===== config.mk =====
export PLATFORM = sky130hd
export DESIGN_NAME = mfs_ctrl
export DESIGN_NICKNAME = d
export VERILOG_FILES = /design/src/sv/mfs_pkg.sv /design/src/sv/mfs_ctrl.sv
export SDC_FILE = /design/constraint.sdc
export NUM_CORES = 1
export LEC_CHECK = 0
export ABC_AREA = 1
export BUFFER_PORTS_ARGS = -buffer_cell sky130_fd_sc_hd__buf_2
export CORE_MARGIN = 5
export CORE_UTILIZATION = 53
export CTS_BUF_LIST = sky130_fd_sc_hd__clkbuf_16
export DETAILED_ROUTE_END_ITERATION = 7
export PLACE_DENSITY_LB_ADDON = 0.15
export SETUP_SLACK_MARGIN = 0.2
export SYNTH_ARGS = -nofsm -noshare
export SYNTH_HDL_FRONTEND = slang
export SYNTH_SLANG_ARGS = --single-unit

===== constraint.sdc =====
create_clock -name clk -period 2.15 [get_ports clk]
set_input_delay 0.215 -clock clk [delete_from_list [all_inputs] [get_ports clk]]
set_output_delay 0.215 -clock clk [all_outputs]
set_load 0.05 [all_outputs]

===== src/sv/mfs_pkg.sv =====
// Shared types and constants of the multilevel feedback queue scheduler.
package mfs_pkg;

  localparam int MAX_PROCS  = 64;
  localparam int MAX_LEVELS = 5;
  localparam int SLOT_W     = $clog2(MAX_PROCS);
  localparam int LVL_W      = $clog2(MAX_LEVELS);
  localparam int CNT_W      = $clog2(MAX_PROCS + 1);
  localparam int FIFO_AW    = LVL_W + SLOT_W;
  localparam int FIFO_DEPTH = MAX_LEVELS * MAX_PROCS;
  localparam int RAN_W      = 14;

  localparam logic [1:0] EV_RUNS     = 2'd0;
  localparam logic [1:0] EV_FINISHED = 2'd1;
  localparam logic [1:0] EV_SWITCHED = 2'd2;
  localparam logic [1:0] EV_REJECTED = 2'd3;

  localparam logic [1:0] CFG_LEVEL_COUNT = 2'd0;
  localparam logic [1:0] CFG_TOP_QUANTUM = 2'd1;
  localparam logic [1:0] CFG_AGE_LIMIT   = 2'd2;

  localparam logic [1:0] RD_BOTTOM = 2'd0;
  localparam logic [1:0] RD_CUR    = 2'd1;
  localparam logic [1:0] RD_TOP    = 2'd2;

  typedef struct packed {
    logic [15:0]      pid;
    logic [15:0]      remaining;
    logic [15:0]      burst;
    logic [31:0]      arrival;
    logic [15:0]      age;
    logic [RAN_W-1:0] ran;
  } slot_t;

  typedef struct packed {
    logic       latch;
    logic       arr_commit;
    logic       arr_reject;
    logic [1:0] rd_src;
    logic       age_step;
    logic       svc_skip;
    logic       svc_exec;
    logic       emit_pending;
    logic       emit_last;
    logic       start_run;
    logic       emit_runs;
    logic       advance_clock;
  } cmd_t;

  typedef struct packed {
    logic             reject;
    logic             age_needed;
    logic [CNT_W-1:0] bottom_count;
    logic             svc_ok;
    logic             need_run;
  } stat_t;

endpackage


===== src/sv/mfs_ctrl.sv =====
// Sequencer of the scheduler: arrival, aging walk, service and dispatch steps.
module mfs_ctrl import mfs_pkg::*; (
  input  logic  clk,
  input  logic  rst,
  input  logic  start,
  input  logic  mode,
  input  stat_t stat,
  output cmd_t  cmd,
  output logic  busy
);

  localparam logic [3:0] S_IDLE      = 4'd0;
  localparam logic [3:0] S_ARR       = 4'd1;
  localparam logic [3:0] S_TICK_INIT = 4'd2;
  localparam logic [3:0] S_AGE_LOOP  = 4'd3;
  localparam logic [3:0] S_AGE_SLOT  = 4'd4;
  localparam logic [3:0] S_AGE_WR    = 4'd5;
  localparam logic [3:0] S_SVC_CHECK = 4'd6;
  localparam logic [3:0] S_SVC_SLOT  = 4'd7;
  localparam logic [3:0] S_SVC_EXEC  = 4'd8;
  localparam logic [3:0] S_RUN_CHECK = 4'd9;
  localparam logic [3:0] S_RUN_SLOT  = 4'd10;
  localparam logic [3:0] S_RUN_EMIT  = 4'd11;

  logic [3:0]       state, state_next;
  logic [CNT_W-1:0] age_cnt, age_cnt_next;

  assign busy = (state != S_IDLE);

  always_comb begin
    cmd          = '0;
    cmd.rd_src   = RD_CUR;
    state_next   = state;
    age_cnt_next = age_cnt;
    unique case (state)
      S_IDLE: begin
        if (start) begin
          cmd.latch  = 1'b1;
          state_next = mode ? S_TICK_INIT : S_ARR;
        end
      end
      S_ARR: begin
        if (stat.reject) cmd.arr_reject = 1'b1;
        else cmd.arr_commit = 1'b1;
        state_next = S_IDLE;
      end
      S_TICK_INIT: begin
        if (stat.age_needed) begin
          age_cnt_next = stat.bottom_count;
          state_next   = S_AGE_LOOP;
        end else begin
          state_next = S_SVC_CHECK;
        end
      end
      S_AGE_LOOP: begin
        cmd.rd_src = RD_BOTTOM;
        state_next = (age_cnt == '0) ? S_SVC_CHECK : S_AGE_SLOT;
      end
      S_AGE_SLOT: state_next = S_AGE_WR;
      S_AGE_WR: begin
        cmd.age_step = 1'b1;
        age_cnt_next = age_cnt - 1'b1;
        state_next   = S_AGE_LOOP;
      end
      S_SVC_CHECK: begin
        cmd.rd_src = RD_CUR;
        if (stat.svc_ok) begin
          state_next = S_SVC_SLOT;
        end else begin
          cmd.svc_skip = 1'b1;
          state_next   = S_RUN_CHECK;
        end
      end
      S_SVC_SLOT: state_next = S_SVC_EXEC;
      S_SVC_EXEC: begin
        cmd.svc_exec = 1'b1;
        state_next   = S_RUN_CHECK;
      end
      S_RUN_CHECK: begin
        cmd.rd_src       = RD_TOP;
        cmd.emit_pending = 1'b1;
        if (stat.need_run) begin
          cmd.start_run = 1'b1;
          state_next    = S_RUN_SLOT;
        end else begin
          cmd.emit_last     = 1'b1;
          cmd.advance_clock = 1'b1;
          state_next        = S_IDLE;
        end
      end
      S_RUN_SLOT: state_next = S_RUN_EMIT;
      S_RUN_EMIT: begin
        cmd.emit_runs     = 1'b1;
        cmd.advance_clock = 1'b1;
        state_next        = S_IDLE;
      end
      default: state_next = S_IDLE;
    endcase
  end

  always_ff @(posedge clk) begin
    if (rst) begin
      state   <= S_IDLE;
      age_cnt <= '0;
    end else begin
      state   <= state_next;
      age_cnt <= age_cnt_next;
    end
  end

endmodule


# Word-level counts from Yosys, hierarchy flattened
# Index checks and enable logic that the tools add are counted.
totals:
  latch_bits: 0
  ram_bits: 0
  mem_count: 0
  rom_bits: 0
  in_bits: 15
  ff_bits: 11
  out_inout_bits: 14
  elab_cells: 45
classes:
  n_bitwise: 0
  div_mod_pow: 0
  n_reduce_logical: 5
  order_cmp: 0
  n_mux: 24
  n_shift: 0
  multipliers: 0
  add_sub_neg: 1
  eq_ne: 13
ops:
  columns: ["op", "n"]
  rows:
  - ["case mux 4 bit (10 select lines)", 1]
  - ["== test 4 x 3 -> 1 bit, second input constant", 4]
  - ["== test 4 bit, second input constant", 4]
  - ["case mux 7 bit (2 select lines)", 1]
  - ["two-way mux 4 bit", 3]
  - ["two-way mux 1 bit", 11]
  - ["== test 4 x 2 -> 1 bit, second input constant", 2]
  - ["zero test 7 bit", 1]
  - ["two-way mux 7 bit", 1]
  - ["subtractor 7 x 1 -> 7 bit, second input constant", 1]
  - ["two-way mux 2 bit", 3]
  - ["two-way mux 3 bit", 2]
  - ["== test 4 x 1 -> 1 bit, second input constant", 1]
  - ["zero test 4 bit", 1]
  - ["!= test 2 bit, second input constant", 2]
  - ["case mux 2 bit (2 select lines)", 1]
  - ["nonzero test 4 bit", 1]
  - ["case mux 1 bit (2 select lines)", 1]
  - ["AND reduction 2 bit", 1]
  - ["nonzero test 2 bit", 1]

# Logic depth before layout (Yosys ltp)
# Gate-level depths: netlist of run 1.
logic_depth:
  depth_word: 3
  mapped_depth: 8
  ltp_nobuf: 8

# Least setup slack after synthesis of run 1
# No wires, ideal clock.
synth_timing:
  path_type: "reg2out"
  start: "register state[0]"
  end: "output port cmd[12] (netlist bit)"
  stages_incl_launch_ff: 4
  path_buffers: 0
  setup_slack_ns: 0.208
  t_arrival_ns: 1.727
  t_required_ns: 1.935
  cell_sequence: "dfxtp_1 -> nor2_1 -> nand2_1 -> nor2_1"
synth_lines:
  columns: ["item", "line_no", "rtl"]
  rows:
  - ["start: declaration", "mfs_ctrl.sv:25", "logic [3:0] state, state_next;"]
  - ["start signal: assignment", "mfs_ctrl.sv:106", "state <= state_next;"]
  - ["end: declaration", "mfs_ctrl.sv:8", "output cmd_t cmd,"]

==> impl_metrics.py, run 1 <==
metrics = {
    "status": {
        "status": "completed",
    },
    "logic_synthesis": {
        "postSynthAreaPerCell_um2": 6.17,
        "yosysSeqAreaShare_pct": 24.3,
        "ys_top_cells_by_area": "dfxtp_1 24%, nor2_1 12%, nand2_1 9.5%, inv_1 8.3%, nand3_1 6.6%",
        "syn-num-nets": 164,
        "netlist_instances": 147,
        "yosys.area.top_type": "dfxtp_1",
        "synth.distinct_cells": 22,
        "synth-seq-cells": 11,
        "synth_warnings": 0,
        "yosys.area.top_type_share_pct": 24.3,
        "syn-cell-area_um2": 907,
    },
    "worst_setup_path": {
        "start_kind": "flip-flop",
        "cp_data_required_time_ns": 1.93,
        "path_buf_inv": 2,
        "cp.arrival_ns": 1.50,
        "worstPathMaxFanout": 7,
        "critical_path_class": "reg -> out",
        "path_cells": "inv_2 -> nor2_4 -> nand2_2 -> o22ai_1 -> buf_2",
        "critPathTopFamily": "flip-flops",
        "cpPeakStageDelay_ns": 0.53,
        "r2r_slack_ns": 0.81,
        "cpMaxStageDelayCell": "dfxtp_1",
        "cp-end-kind": "primary output",
    },
    "route": {
        "viasPerCell": 5.20,
        "drt_iter0_markers": 33,
        "drt-met1-wl_um": 1110,
        "vias": 1019,
        "top_signal_layer_used": "met4",
        "post_drt_wl_per_cell_um": 12.4,
        "wl_met3_um": 187,
        "routed_wl_um": 2440,
        "dr.pass1.iters": 4,
        "dr_wl_met2_um": 1120,
        "drc": 0,
        "drtAntennaViolNets": 0,
    },
    "power_and_ir_drop": {
        "power_density_mw_per_mm2": 1160,
        "peakVddDrop_mv": 0.807,
        "p_leak_nw": 0.626,
    },
    "clock_network": {
        "cts_resized": 0,
        "cts_buffers": 3,
        "clockBufferDepth": 2,
        "cts_sinks": 11,
        "root_buffer": "clkbuf_16",
        "cts_tree": "done",
        "cts_setup_buffers": 0,
        "clk_pin_slew_worst_paths_ns": 0.04,
        "postCtsHoldBufs": 0,
        "clk_latency_ns": 0.24,
        "h-tree-depth": 1,
    },
    "layout": {
        "layout_common_cells": "29 x nor2_1, 28 x buf_2, 23 x nand2_1",
        "num-fill-cells": 151,
        "final_net_count": 197,
        "stdcell_count": 196,
        "final_common_cell": "nor2_1",
        "multi_input_comb_area_um2": 593,
        "num_antenna_cells": 0,
        "syn_to_final_growth_pct": 26.5,
        "seq_area_um2": 220,
        "drive_above_1_share_pct": 28.5,
    },
    "grt": {
        "grt.overflow.total": 0,
        "grt_max_degree": 10,
        "grt_pass1_wl_um": 4110,
        "grt.total_usage_pct": 20.7,
        "antenna_found_initial": 0,
        "grt_pass1_vias": 907,
    },
    "place": {
        "dp_hpwl_um": 1910,
        "routabilityCongestion": 0.816,
        "dp.cells": 192,
        "portBuffers": 28,
    },
    "timing": {
        "period_share_pct": 79.9,
        "setup_tns_ns": 0,
        "fin_crit_ns": 1.72,
        "fmax_ghz": 0.582,
        "rsz0062_at_grt": "false",
        "setup-violations-final": 0,
        "slew_headroom_pct": 75.5,
        "hold_viol": 0,
        "finClkSkew_ns": 0.00121,
        "slew_violations": 0,
        "worst_slew_pin_slew_ns": 0.367,
    },
    "floorplan": {
        "dieArea_mm2": 0.00264,
        "die_x_um": 51.4,
        "rows": 15,
        "boundaryPins": 29,
        "core-area_mm2": 0.00167,
        "initial_core_util_pct": 54.3,
        "fp.dieH_um": 51.4,
    },
    "worst_hold_path": {
        "hold_class": "in -> reg",
    },
    "job": {
        "max_cap_violations": 0,
    },
}
==> report_power, final <==
| part | leakage, nW | switching (mW) | internal (mW) |
|---|---|---|---|
| logic | 0.494 | 0.470 | 0.206 |
| registers | 0.0893 | 0.0736 | 0.249 |
| clock network | 0.0423 | 0.0918 | 0.244 |
==> stage by stage <==
step / setup slack [ns] / util [%] / hold WS, ns / cell area, um2 / total power [mW]
finish: 0.432 / 68.7 / 0.243 / 1150 / 1.33
global route: 0.312 / 68.7 / 0.257 / 1150 / 1.44
CTS: 0.428 / 68.7 / 0.245 / 1150 / 1.33
detailed placement: 0.679 / 64.0 / 0.487 / 1070 / 0.991
global placement: 0.733 / 64.0 / 0.470 / 1070 / 0.968
floorplan: 0.208 / - / 0.284 / 907 / 0.848
==> state kept, by name, summed over array words and instances, names as in the netlist <==
| signal | cells |
|---|---|
| age_cnt | 7 |
| state | 4 |
==> synth_stat cells, drive strengths merged <==
master	n
o211ai	1
o21ai	11
inv	25
ha	2
nand2	30
o22ai	2
or2	1
nand3b	2
nand3	13
a21oi	7
nor2	35
nor3	4
dfxtp	11
nand4	3
==> worst reg2reg max path: stages, from the launching register on <==
cell and delay, ns:
dfxtp_1 0.34, inv_1 0.10, ha_1 0.30, inv_1 0.09, nor2_1 0.04, o21ai_0 0.17, nand2_1 0.07, nor2_1 0.09
nor2_1 0.04
==> per-layer routing <==
layer  vias to the layer above  track usage (%)
met5                         -                0
met4                         0             3.93
met3                         4             5.54
met2                        42             33.7
met1                       437             27.3
li1                        536                -
==> logic make-up (layout without fill, tap and decap cells) <==
| group | after synthesis | in the layout | synth area share, % |
|---|---|---|---|
| AO/OA/AOI/OAI | 21 | 21 | 12.6 |
| buffers and inverters | 25 | 57 | 10.3 |
| adder cells (fa/ha/maj) | 2 | 2 | 2.76 |
| AND/OR/NAND/NOR | 88 | 88 | 50.1 |
| flip-flops | 11 | 11 | 24.3 |
==> worst paths after layout <==
path                      startpoint                       to  depth (start not counted)
max            state[0]$_SDFFE_PP0P_                   cmd[0]                          5
min                              rst  age_cnt[5]$_SDFFE_PP0P_                          2
max reg2reg  age_cnt[0]$_SDFFE_PP0P_  age_cnt[2]$_SDFFE_PP0P_                          8
min reg2reg  age_cnt[6]$_SDFFE_PP0P_  age_cnt[6]$_SDFFE_PP0P_                          2
==> cell type report <==
type                            count  share of cell area [%]
Clock buffer                        3                    6.54
Clock inverter                      1                   0.327
Inverter                           25                    8.18
Multi-Input combinational cell    111                    51.7
Sequential cell                    11                    19.2
Tap cell                           17                    1.85
Timing Repair Buffer               28                    12.2
(Power assumes the default switching activity.)
==> inputs of run 2 (changes only) <==
- CORE_UTILIZATION: 53 -> 49
- clock period: 2.15 -> 1.7 ns (I/O delays scaled with it)
==> run 2 against run 1 <==
Against the previous run: utilization rose by 6.4 points; worst hold slack got worse by 0.053 ns; combinational power rose by 44%; via count rose by 7.4%; wire length rose by 11%; global-route usage rose by 1.0 points; total power rose by 37%; register-to-register slack got worse by 0.39 ns; clock skew rose by 0.0024 ns; cell count rose by 7.7%; clock power rose by 29%; critical path type unchanged; highest routed layer unchanged.
==> impl_metrics.py, run 2 (synthesis gave the netlist of run 1 again) <==
metrics = {
    "route": {
        "viasPerCell": 5.18,
        "dr_wl_met2_um": 1330,
        "drtAntennaViolNets": 0,
        "dr.pass1.iters": 4,
        "drt-met1-wl_um": 1080,
        "drc": 0,
        "top_signal_layer_used": "met4",
        "routed_wl_um": 2710,
        "post_drt_wl_per_cell_um": 12.8,
        "vias": 1094,
        "drt_iter0_markers": 31,
        "wl_met3_um": 259,
    },
    "place": {
        "routabilityCongestion": 0.950,
        "dp.cells": 200,
        "portBuffers": 28,
        "dpl_worst_slack_ns": 0.282,
        "dp_hpwl_um": 1930,
        "placed_area_mm2": 0.00112,
    },
    "layout": {
        "largest_reg_flops": 7,
        "drive_above_1_share_pct": 39.8,
        "final_common_cell": "nand2_1",
        "final_net_count": 204,
        "layout_common_cells": "23 x nand2_1, 21 x nor2_1, 19 x inv_1",
        "final_area_mm2": 0.00131,
        "largest-register": "age_cnt",
        "stdcell_count": 211,
        "reg_top3": "age_cnt (7), state (4)",
        "num_antenna_cells": 0,
        "syn_to_final_growth_pct": 44.4,
    },
    "timing": {
        "rsz0062_at_grt": "true",
        "period_share_pct": 86.4,
        "fin_crit_ns": 1.47,
        "setup-violations-final": 0,
        "setup_tns_ns": 0,
        "slew_headroom_pct": 77.5,
        "worst_slew_pin_slew_ns": 0.337,
        "fmax_ghz": 0.681,
        "worst_slack_ns": 0.231,
        "finClkSkew_ns": 0.00365,
        "hold_viol": 0,
        "slew_violations": 0,
    },
    "worst_setup_path": {
        "cp.arrival_ns": 1.30,
        "cp_data_required_time_ns": 1.53,
        "rr_startpoint": "state[1]$_SDFFE_PP0P_",
        "critical_path_class": "reg -> out",
        "path_depth": 7,
        "path_cells": "inv_4 -> nand2_4 -> inv_4 -> nand2_4 -> clkinvlp_4 -> nor2_4 -> buf_8",
        "cpMaxStageDelayCell": "dfxtp_4",
        "cp-end-kind": "primary output",
        "r2r_slack_ns": 0.42,
        "reg2reg_depth": 8,
        "critPathTopFamily": "flip-flops",
        "critPathCapture": "cmd[8]",
        "reg2reg_to": "age_cnt[1]$_SDFFE_PP0P_",
        "path_buf_inv": 4,
        "start_kind": "flip-flop",
        "cpPeakStageDelay_ns": 0.38,
        "crit_path_start": "state[2]$_SDFFE_PP0P_",
        "worstPathMaxFanout": 6,
    },
    "clock_network": {
        "cts_sinks": 11,
        "root_buffer": "clkbuf_16",
        "clockBufferDepth": 2,
        "clk_pin_slew_worst_paths_ns": 0.04,
        "h-tree-depth": 1,
        "cts_buffers": 3,
        "cts_tree": "done",
        "clk_latency_ns": 0.24,
    },
    "grt": {
        "grt_pass1_wl_um": 4440,
        "grt_pass1_vias": 1031,
        "grt_max_degree": 10,
        "antenna_found_initial": 0,
        "grt.total_usage_pct": 21.7,
        "grt.overflow.total": 0,
    },
    "floorplan": {
        "initial_core_util_pct": 52.0,
        "die_x_um": 53.0,
        "dieArea_mm2": 0.00281,
        "boundaryPins": 29,
        "rows": 15,
        "core-area_mm2": 0.00175,
        "fp.dieH_um": 53.0,
    },
    "power_and_ir_drop": {
        "power_density_mw_per_mm2": 1400,
        "p_leak_nw": 0.669,
        "p_total_mw": 1.83,
        "peakVddDrop_mv": 1.30,
    },
    "worst_hold_path": {
        "hold_class": "in -> reg",
    },
    "job": {
        "max_cap_violations": 0,
    },
    "status": {
        "status": "completed",
    },
}
-- run 2: changes by cell type in the layout (fill, tap and decap cells not counted), moves of 3 or more --
cell / delta
buf_2: -11
nor2_1: -8
dfxtp_1: -4
nor2_2: +7
clkbuf_4: +3
buf_4: +12
-- run 2: final cells by class --
class	instances	area (um2)
clock inverter	1	3.75
fill	138	435
tap	25	31.3
clock buffer	3	75.1
sequential	11	230
inverter	25	103
timing repair buffer	35	235
multi-input combinational	111	632
-- run 2: per-layer routing --
metal,GRT usage (%),vias to the layer above
met5,0,-
met4,8.94,0
met3,4.51,5
met2,36.6,48
li1,-,553
met1,26.5,488
-- run 2: how the worst min path moves through the flow --
stage	startpoint	end	slack (ns)	cells after the start
after floorplan	rst	age_cnt[4]$_SDFFE_PP0P_	0.24	1
after global placement	rst	age_cnt[4]$_SDFFE_PP0P_	0.43	2
after detailed placement	rst	age_cnt[5]$_SDFFE_PP0P_	0.44	2
after CTS	rst	age_cnt[6]$_SDFFE_PP0P_	0.19	2
after global routing	rst	age_cnt[6]$_SDFFE_PP0P_	0.20	2
final	rst	age_cnt[5]$_SDFFE_PP0P_	0.19	2
-- run 2: per-stage QoR --
step	hold WS [ns]	utilization [%]
floorplan	0.239	-
global placement	0.429	64.2
detailed placement	0.442	64.2
CTS	0.191	71.7
finish	0.190	75.1
global route	0.200	75.1
-- run 2: what timing repair did --
| action | 4_1_cts | 5_1_grt |
|---|---|---|
| buffers inserted | 3 | 4 |
| hold buffers | 0 | 0 |
| gates resized for setup | 14 | 10 |
| pin swaps | 1 | 3 |
| gates cloned | 0 | 0 |
| setup endpoints to repair | 13 | 13 |
-- run 2: power breakdown --
group / internal, mW / leakage, nW / switching (mW)
sequential: 0.327 / 0.0917 / 0.0956
clock: 0.310 / 0.0423 / 0.126
combinational: 0.336 / 0.535 / 0.636
total: 0.972 / 0.669 / 0.857
